--- src/design/tlbf_pkg.sv ---
// Package for the TLB translate unit: state encoding, status codes, command
// and status structs shared by controller and datapath. No dependencies.
package tlbf_pkg;

    localparam logic [1:0] ST_HIT    = 2'd0;
    localparam logic [1:0] ST_MISS   = 2'd1;
    localparam logic [1:0] ST_REFILL = 2'd2;

    localparam logic [1:0] CFG_PAGE_SIZE = 2'd0;
    localparam logic [1:0] CFG_ENTRIES   = 2'd1;
    localparam logic [1:0] CFG_MODE      = 2'd2;

    localparam logic OP_TRANSLATE = 1'b0;
    localparam logic OP_REFILL    = 1'b1;

    typedef enum logic [2:0] {
        S_IDLE,
        S_DIV,
        S_SCAN,
        S_WRITE,
        S_MUL,
        S_DONE
    } state_t;

    // Commands from the controller to the datapath
    typedef struct packed {
        logic load;       // capture input item
        logic div_step;   // one restoring division step
        logic scan_clr;   // restart scan pointer
        logic scan_step;  // inspect one entry
        logic write_ent;  // write refill victim
        logic mul;        // form physical address
        logic out_load;   // place result in output register
    } cmd_t;

    // Status from the datapath to the controller
    typedef struct packed {
        logic div_done;
        logic scan_done;
        logic is_refill;
        logic do_write;
    } stat_t;

endpackage

--- src/design/tlbf_ctrl.sv ---
// Controller for the TLB translate unit: sequences division, scan, write,
// multiply and result hand-off. Depends on tlbf_pkg.
module tlbf_ctrl (
    input  logic            clk,
    input  logic            rst_n,
    input  logic            in_valid,
    output logic            in_ready,
    input  logic            out_busy,
    input  tlbf_pkg::stat_t st,
    output tlbf_pkg::cmd_t  cmd
);
    import tlbf_pkg::*;

    state_t state_reg, state_next;

    // Hold state
    always_ff @(posedge clk or negedge rst_n)
    begin
        if (!rst_n)
            state_reg <= S_IDLE;
        else
            state_reg <= state_next;
    end

    // Next state
    always_comb
    begin
        state_next = state_reg;
        unique case (state_reg)
            S_IDLE:  if (in_valid) state_next = S_DIV;
            S_DIV:   if (st.div_done) state_next = S_SCAN;
            S_SCAN:  if (st.scan_done)
                         state_next = (st.is_refill && st.do_write) ? S_WRITE : S_MUL;
            S_WRITE: state_next = S_MUL;
            S_MUL:   state_next = S_DONE;
            S_DONE:  if (!out_busy) state_next = S_IDLE;
            default: state_next = S_IDLE;
        endcase
    end

    // Outputs
    always_comb
    begin
        cmd = '0;
        in_ready = 1'b0;
        unique case (state_reg)
            S_IDLE:
            begin
                in_ready = 1'b1;
                cmd.load = in_valid;
            end
            S_DIV:
            begin
                cmd.div_step = 1'b1;
                cmd.scan_clr = st.div_done;
            end
            S_SCAN:  cmd.scan_step = !st.scan_done;
            S_WRITE: cmd.write_ent = 1'b1;
            S_MUL:   cmd.mul = 1'b1;
            S_DONE:  cmd.out_load = !out_busy;
            default: cmd = '0;
        endcase
    end
endmodule

--- src/design/tlbf_dp.sv ---
// Datapath for the TLB translate unit: entry store, divider, scan,
// victim choice, stamps and address multiply. Depends on tlbf_pkg.
module tlbf_dp #(
    parameter int ENTRIES = 32
) (
    input  logic            clk,
    input  logic            rst_n,
    input  tlbf_pkg::cmd_t  cmd,
    output tlbf_pkg::stat_t st,
    input  logic            cfg_valid,
    input  logic [1:0]      cfg_index,
    input  logic [31:0]     cfg_data,
    input  logic            opcode,
    input  logic [15:0]     pid,
    input  logic [30:0]     logical_address,
    input  logic [15:0]     frame,
    output logic [1:0]      res_status,
    output logic [31:0]     res_phys,
    output logic [30:0]     res_page
);
    import tlbf_pkg::*;

    localparam int IW = (ENTRIES > 1) ? $clog2(ENTRIES) : 1;
    localparam int CW = $clog2(ENTRIES + 1);

    // Configuration
    logic [16:0] page_size_reg;
    logic [5:0]  entries_reg;
    logic        mode_reg;

    always_ff @(posedge clk or negedge rst_n)
    begin
        if (!rst_n)
        begin
            page_size_reg <= 17'd64;
            entries_reg   <= 6'd32;
            mode_reg      <= 1'b0;
        end
        else if (cfg_valid)
        begin
            unique case (cfg_index)
                CFG_PAGE_SIZE: page_size_reg <= cfg_data[16:0];
                CFG_ENTRIES:   entries_reg   <= cfg_data[5:0];
                CFG_MODE:      mode_reg      <= cfg_data[0];
                default:       ;
            endcase
        end
    end

    // Entry store
    logic              valid_reg [ENTRIES];
    logic [15:0]       epid_reg  [ENTRIES];
    logic [30:0]       epage_reg [ENTRIES];
    logic [15:0]       efrm_reg  [ENTRIES];
    logic [31:0]       eload_reg [ENTRIES];
    logic [31:0]       euse_reg  [ENTRIES];
    logic [31:0]       load_cnt_reg, use_cnt_reg;

    // Captured item
    logic        op_reg;
    logic [15:0] pid_reg;
    logic [15:0] frm_reg;
    logic [16:0] ps_reg;
    logic [CW-1:0] n_reg;

    // Divider
    logic [30:0] quo_reg;
    logic [16:0] rem_reg;
    logic [4:0]  dcnt_reg;
    logic [17:0] trial;

    // Scan
    logic [CW-1:0] sidx_reg;
    logic          hit_reg;
    logic [15:0]   hfrm_reg;
    logic          free_reg;
    logic [IW-1:0] slot_reg;
    logic [31:0]   best_reg;
    logic [IW-1:0] cur;
    logic          match;
    logic [31:0]   stamp;

    logic [31:0] prod_reg;

    assign trial = {rem_reg, quo_reg[30]} - {1'b0, ps_reg};
    assign cur   = sidx_reg[IW-1:0];
    assign match = valid_reg[cur] && epid_reg[cur] == pid_reg && epage_reg[cur] == quo_reg;
    assign stamp = mode_reg ? euse_reg[cur] : eload_reg[cur];

    assign st.div_done  = (dcnt_reg == 5'd30);
    assign st.scan_done = (sidx_reg >= n_reg);
    assign st.is_refill = op_reg;
    assign st.do_write  = (n_reg != '0);

    // Capture, divide, scan
    always_ff @(posedge clk)
    begin
        if (cmd.load)
        begin
            op_reg   <= opcode;
            pid_reg  <= pid;
            frm_reg  <= frame;
            ps_reg   <= (page_size_reg == '0) ? 17'd1 : page_size_reg;
            n_reg    <= ({26'd0, entries_reg} > 32'(ENTRIES)) ? CW'(ENTRIES)
                                                               : CW'(entries_reg);
            quo_reg  <= logical_address;
            rem_reg  <= '0;
            dcnt_reg <= '0;
        end
        if (cmd.div_step)
        begin
            dcnt_reg <= dcnt_reg + 5'd1;
            if (!trial[17])
            begin
                rem_reg <= trial[16:0];
                quo_reg <= {quo_reg[29:0], 1'b1};
            end
            else
            begin
                rem_reg <= {rem_reg[15:0], quo_reg[30]};
                quo_reg <= {quo_reg[29:0], 1'b0};
            end
        end
        if (cmd.scan_clr)
        begin
            sidx_reg <= '0;
            hit_reg  <= 1'b0;
            free_reg <= 1'b0;
            slot_reg <= '0;
        end
        if (cmd.scan_step)
        begin
            sidx_reg <= sidx_reg + CW'(1);
            if (!op_reg)
            begin
                if (match)
                begin
                    hit_reg  <= 1'b1;
                    hfrm_reg <= efrm_reg[cur];
                end
            end
            else if (!free_reg)
            begin
                if (!valid_reg[cur])
                begin
                    free_reg <= 1'b1;
                    slot_reg <= cur;
                end
                else if (sidx_reg == '0 || stamp < best_reg)
                begin
                    slot_reg <= cur;
                    best_reg <= stamp;
                end
            end
        end
        // Form physical address; remainder is the offset
        if (cmd.mul)
            prod_reg <= 32'((op_reg ? frm_reg : hfrm_reg) * ps_reg) + 32'(rem_reg);
        if (cmd.out_load)
        begin
            res_page   <= quo_reg;
            res_status <= op_reg ? ST_REFILL : (hit_reg ? ST_HIT : ST_MISS);
            res_phys   <= (op_reg || hit_reg) ? prod_reg : 32'd0;
        end
    end

    // Entry payload writes
    always_ff @(posedge clk)
    begin
        if (cmd.scan_step && !op_reg && match)
            euse_reg[cur] <= use_cnt_reg;
        if (cmd.write_ent)
        begin
            epid_reg[slot_reg]  <= pid_reg;
            epage_reg[slot_reg] <= quo_reg;
            efrm_reg[slot_reg]  <= frm_reg;
            eload_reg[slot_reg] <= load_cnt_reg;
            euse_reg[slot_reg]  <= use_cnt_reg;
        end
    end

    // Valid bits and counters
    always_ff @(posedge clk or negedge rst_n)
    begin
        if (!rst_n)
        begin
            for (int i = 0; i < ENTRIES; i++)
                valid_reg[i] <= 1'b0;
            load_cnt_reg <= '0;
            use_cnt_reg  <= '0;
        end
        else
        begin
            if (cmd.write_ent)
            begin
                valid_reg[slot_reg] <= 1'b1;
                load_cnt_reg <= load_cnt_reg + 32'd1;
                use_cnt_reg  <= use_cnt_reg + 32'd1;
            end
            if (cmd.mul && !op_reg && hit_reg)
                use_cnt_reg <= use_cnt_reg + 32'd1;
        end
    end
endmodule

--- src/design/tlb_translate_fifo_lru_unit.sv ---
// Top level of the TLB translate unit: ports, output register, and the
// controller and datapath instances. Depends on tlbf_pkg, tlbf_ctrl, tlbf_dp.
//
// Usage: items enter on in_valid/in_ready (opcode, pid, logical_address,
// frame); one result per item leaves on out_valid/out_ready (status,
// physical_address, page_number). Registers are written on cfg_valid/
// cfg_ready with cfg_index 0 page size, 1 entries in use, 2 replace mode;
// the user must write them only while the unit is idle; the unit itself
// does not enforce this. One item at a time: bit-serial division, the tag
// scan over the entries in use (up to ENTRIES), one entry per cycle, a
// refill write for refills with entries in use, the multiply and the
// hand-off. The divider and the entry scan take most of the time per item.
// Reset empties every entry, clears both stamp counters and loads page
// size 64, 32 entries, FIFO. A finished result waits in the output
// register while the receiver stalls; the next item is taken as soon as
// the result has moved to the output register.
module tlb_translate_fifo_lru_unit #(
    parameter int ENTRIES = 32
) (
    input  logic        clk,
    input  logic        rst_n,
    input  logic        in_valid,
    output logic        in_ready,
    input  logic        opcode,
    input  logic [15:0] pid,
    input  logic [30:0] logical_address,
    input  logic [15:0] frame,
    output logic        out_valid,
    input  logic        out_ready,
    output logic [1:0]  status,
    output logic [31:0] physical_address,
    output logic [30:0] page_number,
    input  logic        cfg_valid,
    output logic        cfg_ready,
    input  logic [1:0]  cfg_index,
    input  logic [31:0] cfg_data
);
    import tlbf_pkg::*;

    cmd_t  cmd;
    stat_t st;
    logic  out_valid_reg;

    assign cfg_ready = 1'b1;
    assign out_valid = out_valid_reg;

    // Output register flag
    always_ff @(posedge clk or negedge rst_n)
    begin
        if (!rst_n)
            out_valid_reg <= 1'b0;
        else if (cmd.out_load)
            out_valid_reg <= 1'b1;
        else if (out_ready)
            out_valid_reg <= 1'b0;
    end

    tlbf_ctrl u_ctrl (
        .clk      (clk),
        .rst_n    (rst_n),
        .in_valid (in_valid),
        .in_ready (in_ready),
        .out_busy (out_valid_reg && !out_ready),
        .st       (st),
        .cmd      (cmd)
    );

    tlbf_dp #(.ENTRIES(ENTRIES)) u_dp (
        .clk             (clk),
        .rst_n           (rst_n),
        .cmd             (cmd),
        .st              (st),
        .cfg_valid       (cfg_valid),
        .cfg_index       (cfg_index),
        .cfg_data        (cfg_data),
        .opcode          (opcode),
        .pid             (pid),
        .logical_address (logical_address),
        .frame           (frame),
        .res_status      (status),
        .res_phys        (physical_address),
        .res_page        (page_number)
    );
endmodule
--- config.mk ---
export PLATFORM = sky130hd
export DESIGN_NAME = tlb_translate_fifo_lru_unit
export DESIGN_NICKNAME = d
export VERILOG_FILES = /design/src/design/tlbf_pkg.sv /design/src/design/tlbf_ctrl.sv /design/src/design/tlbf_dp.sv /design/src/design/tlb_translate_fifo_lru_unit.sv
export SDC_FILE = /design/constraint.sdc
export NUM_CORES = 2
export LEC_CHECK = 0
export ABC_AREA = 0
export BUFFER_PORTS_ARGS = -buffer_cell sky130_fd_sc_hd__buf_4
export CAP_MARGIN = 10
export CELL_PAD_IN_SITES_DETAIL_PLACEMENT = 1
export CELL_PAD_IN_SITES_GLOBAL_PLACEMENT = 1
export CORE_MARGIN = 1.5
export CORE_UTILIZATION = 46
export CTS_BUF_LIST = sky130_fd_sc_hd__clkbuf_8
export CTS_CLUSTER_DIAMETER = 150
export DETAILED_ROUTE_END_ITERATION = 8
export PLACE_DENSITY_LB_ADDON = 0.1
export SLEW_MARGIN = 40
export SYNTH_ARGS = -nofsm -noshare
export SYNTH_HDL_FRONTEND = slang
export SYNTH_SLANG_ARGS = --single-unit
--- constraint.sdc ---
create_clock -name clk -period 22.6 [get_ports clk]
set_input_delay 0 -clock clk [delete_from_list [all_inputs] [get_ports clk]]
set_output_delay 0 -clock clk [all_outputs]
set_load 0.01 [all_outputs]
Word level (Yosys, flattened, before mapping)
Memory sizes are Yosys's and may differ from the RTL's. A register that Yosys moved wholly into a read port is not among the register bits.
Index checks and enable logic that the tools add are counted.

storage, ports and cells
  flip-flop bits (word level) = 375
  memories kept = 5
  word-level logic and storage cells = 185
  RAM bits = 4064
  input bits = 103

memories
  memory          words  bits a word  rd ports  clocked after Yosys merged registers in  write ports  line           RTL
  u_dp.eload_reg  32     32           1         1                                        1            tlbf_dp.sv:55  logic [31:0] eload_reg [ENTRIES];
  u_dp.euse_reg   32     32           1         1                                        1            tlbf_dp.sv:56  logic [31:0] euse_reg [ENTRIES];
  u_dp.epage_reg  32     31           1         1                                        1            tlbf_dp.sv:53  logic [30:0] epage_reg [ENTRIES];
  u_dp.efrm_reg   32     16           1         1                                        1            tlbf_dp.sv:54  logic [15:0] efrm_reg [ENTRIES];
  u_dp.epid_reg   32     16           1         1                                        1            tlbf_dp.sv:52  logic [15:0] epid_reg [ENTRIES];

operators by class
  bitwise operators = 5
  multipliers = 1
  equality and inequality tests = 14
  $lt $le $gt $ge = 6
  mux-type cells = 61
  $add $sub $neg = 6
  reduce and logical (&&, ||, !) cells = 31

operators with widths
  cell                                                      number
  two-way mux 32 bit                                        4
  two-way mux 5 bit                                         13
  adder 32 x 1 -> 32 bit, second input constant             2
  two-way mux 31 bit                                        2
  two-way mux 17 bit                                        3
  adder 32 x 17 -> 32 bit                                   1
  less-than comparator 32 bit                               1
  multiplier 32 x 17 -> 32 bit                              1
  OR 32 bit                                                 1
  OR reduction 32 bit                                       1
  equality test 31 bit                                      1
  two-way mux 1 bit                                         27
  case mux 3 bit (6 select lines)                           1
  subtractor 18 x 17 -> 18 bit                              1
  logical NOT 17 bit                                        1
  equality test 16 bit                                      1
  two-way mux 16 bit                                        1
  two-way mux 3 bit                                         5
  greater-or-equal comparator 6 bit, second input constant  2
  two-way mux 6 bit                                         2
  NOT 5 -> 6 bit                                            2
  logical AND 1 bit                                         9
  nonzero test 2 bit                                        4
  adder 6 x 1 -> 6 bit, second input constant               1
  other kinds (26)                                          37

Depth between registers and ports, before layout
  word-level depth = 10
  mapped depth = 27
  gate-level depth less buffers = 25

Modules after synthesis
Synthesis repeated with hierarchy kept, for this count alone.

second synthesis, totals
  cell total of the unflattened synthesis = 8878
  area, all modules = 182203.5 µm²

by module, submodules not included
  module                       times used  area an instance (µm²)  cells an instance
  tlbf_dp                      1           181915.7                8843
  tlbf_ctrl                    1           231.5                   30
  tlb_translate_fifo_lru_unit  1           56.3                    5

Worst setup path after synthesis
OpenSTA, ideal clock, no wires.

  path kind = register -> register
  start point = register u_ctrl.state_reg[1]
  end point = register u_dp.valid_reg[13] (netlist name)
  cell stages (with the launch flop) = 9
  data arrival time = 8.732 ns
  library setup time = 0.106 ns
  required time = 22.494 ns
  path slack = 13.762 ns
  path through = dfrtp_1 > nor2b_1 > and2_1 > clkbuf_1 > nand2_1 > or2_2 > clkbuf_1 > nor3_1 > or2_2

on the way
  longest elaborated chain between the ends = 2

RTL lines
  item                             line             RTL
  from (decl)                      tlbf_ctrl.sv:14  state_t state_reg, state_next;
  from (signal assigned)           tlbf_ctrl.sv:22  state_reg <= state_next;
  equality test 3 x 2 -> 1 bit     tlbf_ctrl.sv:46  unique case (state_reg)
  two-way mux 1 bit                tlbf_ctrl.sv:46
  to (signal, indexed assignment)  tlbf_dp.sv:188   valid_reg[i] <= 1'b0;
  to (signal, indexed assignment)  tlbf_dp.sv:196   valid_reg[slot_reg] <= 1'b1;
  to (decl)                        tlbf_dp.sv:51    logic valid_reg [ENTRIES];

No other way between the ends.
A chain may end at the register's enable or synchronous reset.

==> metrics.md <==
| Metric | Value |
|---|---|
| Status | `completed` |
| Layout cells sized above 1 | `0.2662` |
| Kind of critical path | `reg -> reg` |
| Number of synthesized flops with an enable pin | `4324` |
| Least-Margin Pin Slew | `0.9211 ns` |
| Fill cell total of the finished layout | `34320` |
| Area added between synthesis and finish | `14.07%` |
| Starting Density | `0.4631` |
| WL met2 | `255300 µm` |
| Pleak | `68.47 nW` |
| Initial DRC count | `8512` |
| Synth Cell Area | `180600 µm²` |
| CTS resizes | `0` |
| Fmax | `110.0 MHz` |
| Total number of vias | `90690` |
| RSZ-0062 raised after global routing | `no` |
| Top FF cell, synth | `edfxtp_1` |
| Pwr dens | `107.5 nW/µm²` |
| Post-Route WL | `503700 µm` |
| Max_cap viols | `0` |
| Cell accounting for the most synthesized area | `edfxtp_1` |
| Std-Cell Core Area | `390000 µm²` |
| Vias in the first global route | `98700` |
| Ports | `171` |
| Gp weighted congestion | `0.7654` |
| # rows | `229` |
| Number of library cell types mapped by synthesis | `77` |
| Worst-path fanout max | `50` |
| Gr usage total | `0.2543` |
| Post-route ant nets | `0` |
| Synth top area share | `0.7190` |
| DRC | `0` |
| Avg Cell Area, Syn | `20.87 µm²` |
| Vias per cell | `5.870` |
| Post-CTS Setup Bufs | `0` |
| Overall Power | `22.14 mW` |
| Fin. Hold Viols | `0` |
| Worst-path clk slew | `0.06 ns` |
| H-tree depth | `6` |
| Buffers on Ports | `154` |
| Die Ht | `629.6 µm` |
| WL/cell | `32.60 µm` |
| Nets | `10150` |
| Crit start category | `flip-flop` |
| Initial antenna violation count | `13` |
| Rel. slew slack | `0.3859` |
| Clock root buffer | `clkbuf_8` |
| Worst Hold Class | `in -> reg` |
| Final min period | `9.091 ns` |
| Met3 wire len | `24670 µm` |
| Number of synthesized register bits | `4460` |
| Max Used Layer | `met4` |
| Syn Nets | `9146` |
| DRT Pass-1 Iters | `6` |
| Total CTS buffers | `729` |
| Max-slew violations | `0` |
| Crit end category | `flip-flop` |
| Final TNS setup | `0 ns` |
| M1 WL | `212500 µm` |
| Seq/Total Area, Yosys | `0.7375` |
| Max Clock Skew | `0.06066 ns` |
| Finish-stage setup viols | `0` |
| Most common cell after layout, fill and taps aside | `edfxtp_1` |
| Largest net degree at the start of global routing | `93` |
| Most frequent cells in the layout | `edfxtp_1, mux4_2, clkbuf_8` |
| Max clock buf depth | `4` |
| Critical Path AT | `9.93 ns` |
| FFs w/ async S/R, synth | `0.02780` |
| Overflow after GRT | `0` |
| First-pass GRT wire length | `720800 µm` |
| Clk sinks | `4460` |
| Peak supply drop | `307.4 µV` |
| Finished Layout Cells | `15450` |
| Placed Cells | `13890` |
| Final period utilization | `0.4022` |
| Synth area leaders | `edfxtp_1, mux4_2, fa_1, dfrtp_1, mux2i_1` |
| Worst EP required | `23.43 ns` |
| TritonCTS clock tree | `done` |
| Cells after synthesis | `8655` |
| Chip Width | `629.6 µm` |
| Ys Warns | `0` |
| CTS Hold Bufs | `220` |
| DIE AREA | `396400 µm²` |
| Worst-Skew Late Latency | `1.25 ns` |
| DP HPWL | `270500 µm` |
metrics by stage:
step                hold WS [ns]    util  setup slack [ns]  area, µm²
global placement         0.09448  0.4855             13.06     189300
detailed placement       0.04344  0.4880             13.03     190300
finish                    0.1406  0.5282             13.51     206000
global route              0.1273  0.5282             13.16     206000
floorplan                -0.2956       -             13.76     180600
CTS                     0.005294  0.5275             12.98     205700
metal layers:
layer,up-vias,GRT usage
li1,37190,-
met1,49980,0.3496
met3,673,0.03169
met2,2851,0.4345
met4,0,0.06305
met5,-,0
critical path, stage by stage, from the launching register on:
cell,delay (ns)
dfxtp_4,0.79
buf_4,0.67
buf_6,0.56
buf_4,0.73
buf_4,0.78
buf_4,0.71
mux4_2,0.42
mux4_2,0.53
mux4_2,0.54
ha_1,0.35
a21o_1,0.17
a21o_1,0.17
a21oi_1,0.15
o21ai_0,0.11
a21o_1,0.19
a21oi_1,0.26
o21ai_0,0.31
o21ai_1,0.38
and3_4,0.61
synthesized netlist by cell type (all sizes together) (66+ instances only):
| library cell | n |
|---|---|
| edfxtp | 4324 |
| mux4 | 1118 |
| nand2 | 370 |
| inv | 369 |
| mux2i | 236 |
| fa | 225 |
| buf | 224 |
| nor2 | 216 |
| clkbuf | 191 |
| ha | 163 |
| a22oi | 126 |
| dfrtp | 122 |
| xnor2 | 98 |
| mux2 | 75 |
| and2 | 66 |
| nor2b | 66 |
final timing paths:
| kind | start | cells past startpoint | end | slack (ns) |
|---|---|---|---|---|
| min reg2reg | u_dp.valid_reg[28]$_DFFE_PN0P_ | 1 | u_dp.valid_reg[28]$_DFFE_PN0P_ | 0.47 |
| max in group asynchronous | rst_n | 5 | u_dp.load_cnt_reg[20]$_DFFE_PN0P_ | 21.39 |
| min | logical_address[3] | 5 | u_dp.quo_reg[3]$_DFFE_PP_ | 0.14 |
| max reg2reg | flip-flop | 18 | u_dp.best_reg[29]$_DFFE_PP_ | 13.51 |
| max | flip-flop | 18 | u_dp.best_reg[29]$_DFFE_PP_ | 13.51 |
| min in group asynchronous | rst_n | 5 | u_dp.page_size_reg[5]$_DFFE_PN0P_ | 0.56 |
cell families after synthesis:
kind of cell	after synthesis	synth area share
buffers and inverters	784	0.01783
adders and majority gates	388	0.03624
muxes	1429	0.1575
AOI/OAI and AO/OA	443	0.01735
and+or+nand+nor	997	0.02613
other	1	0.00002077
DFF	4460	0.7375
xor gates and xnor gates	153	0.007420
cell type report:
cell class / count / area [µm²] / share of cell area
diodes: 9 / 22.52 / 0.0001093
clock buffers: 753 / 10360 / 0.05031
clock inverters: 561 / 2824 / 0.01371
inverters: 369 / 1400 / 0.006797
multi-input cells: 3411 / 44860 / 0.2178
flip-flops and latches: 4460 / 133300 / 0.6470
well taps: 5197 / 6502 / 0.03157
repair buffers: 690 / 6735 / 0.03270
report_power, final:
| group | switching (mW) | total, mW | internal (mW) |
|---|---|---|---|
| Clock | 3.27 | 6.47 | 3.20 |
| Combinational | 3.49 | 5.79 | 2.31 |
| Sequential | 0.158 | 9.88 | 9.72 |
| Total | 6.92 | 22.1 | 15.2 |
No activity file was read; power rests on OpenSTA's default activity.
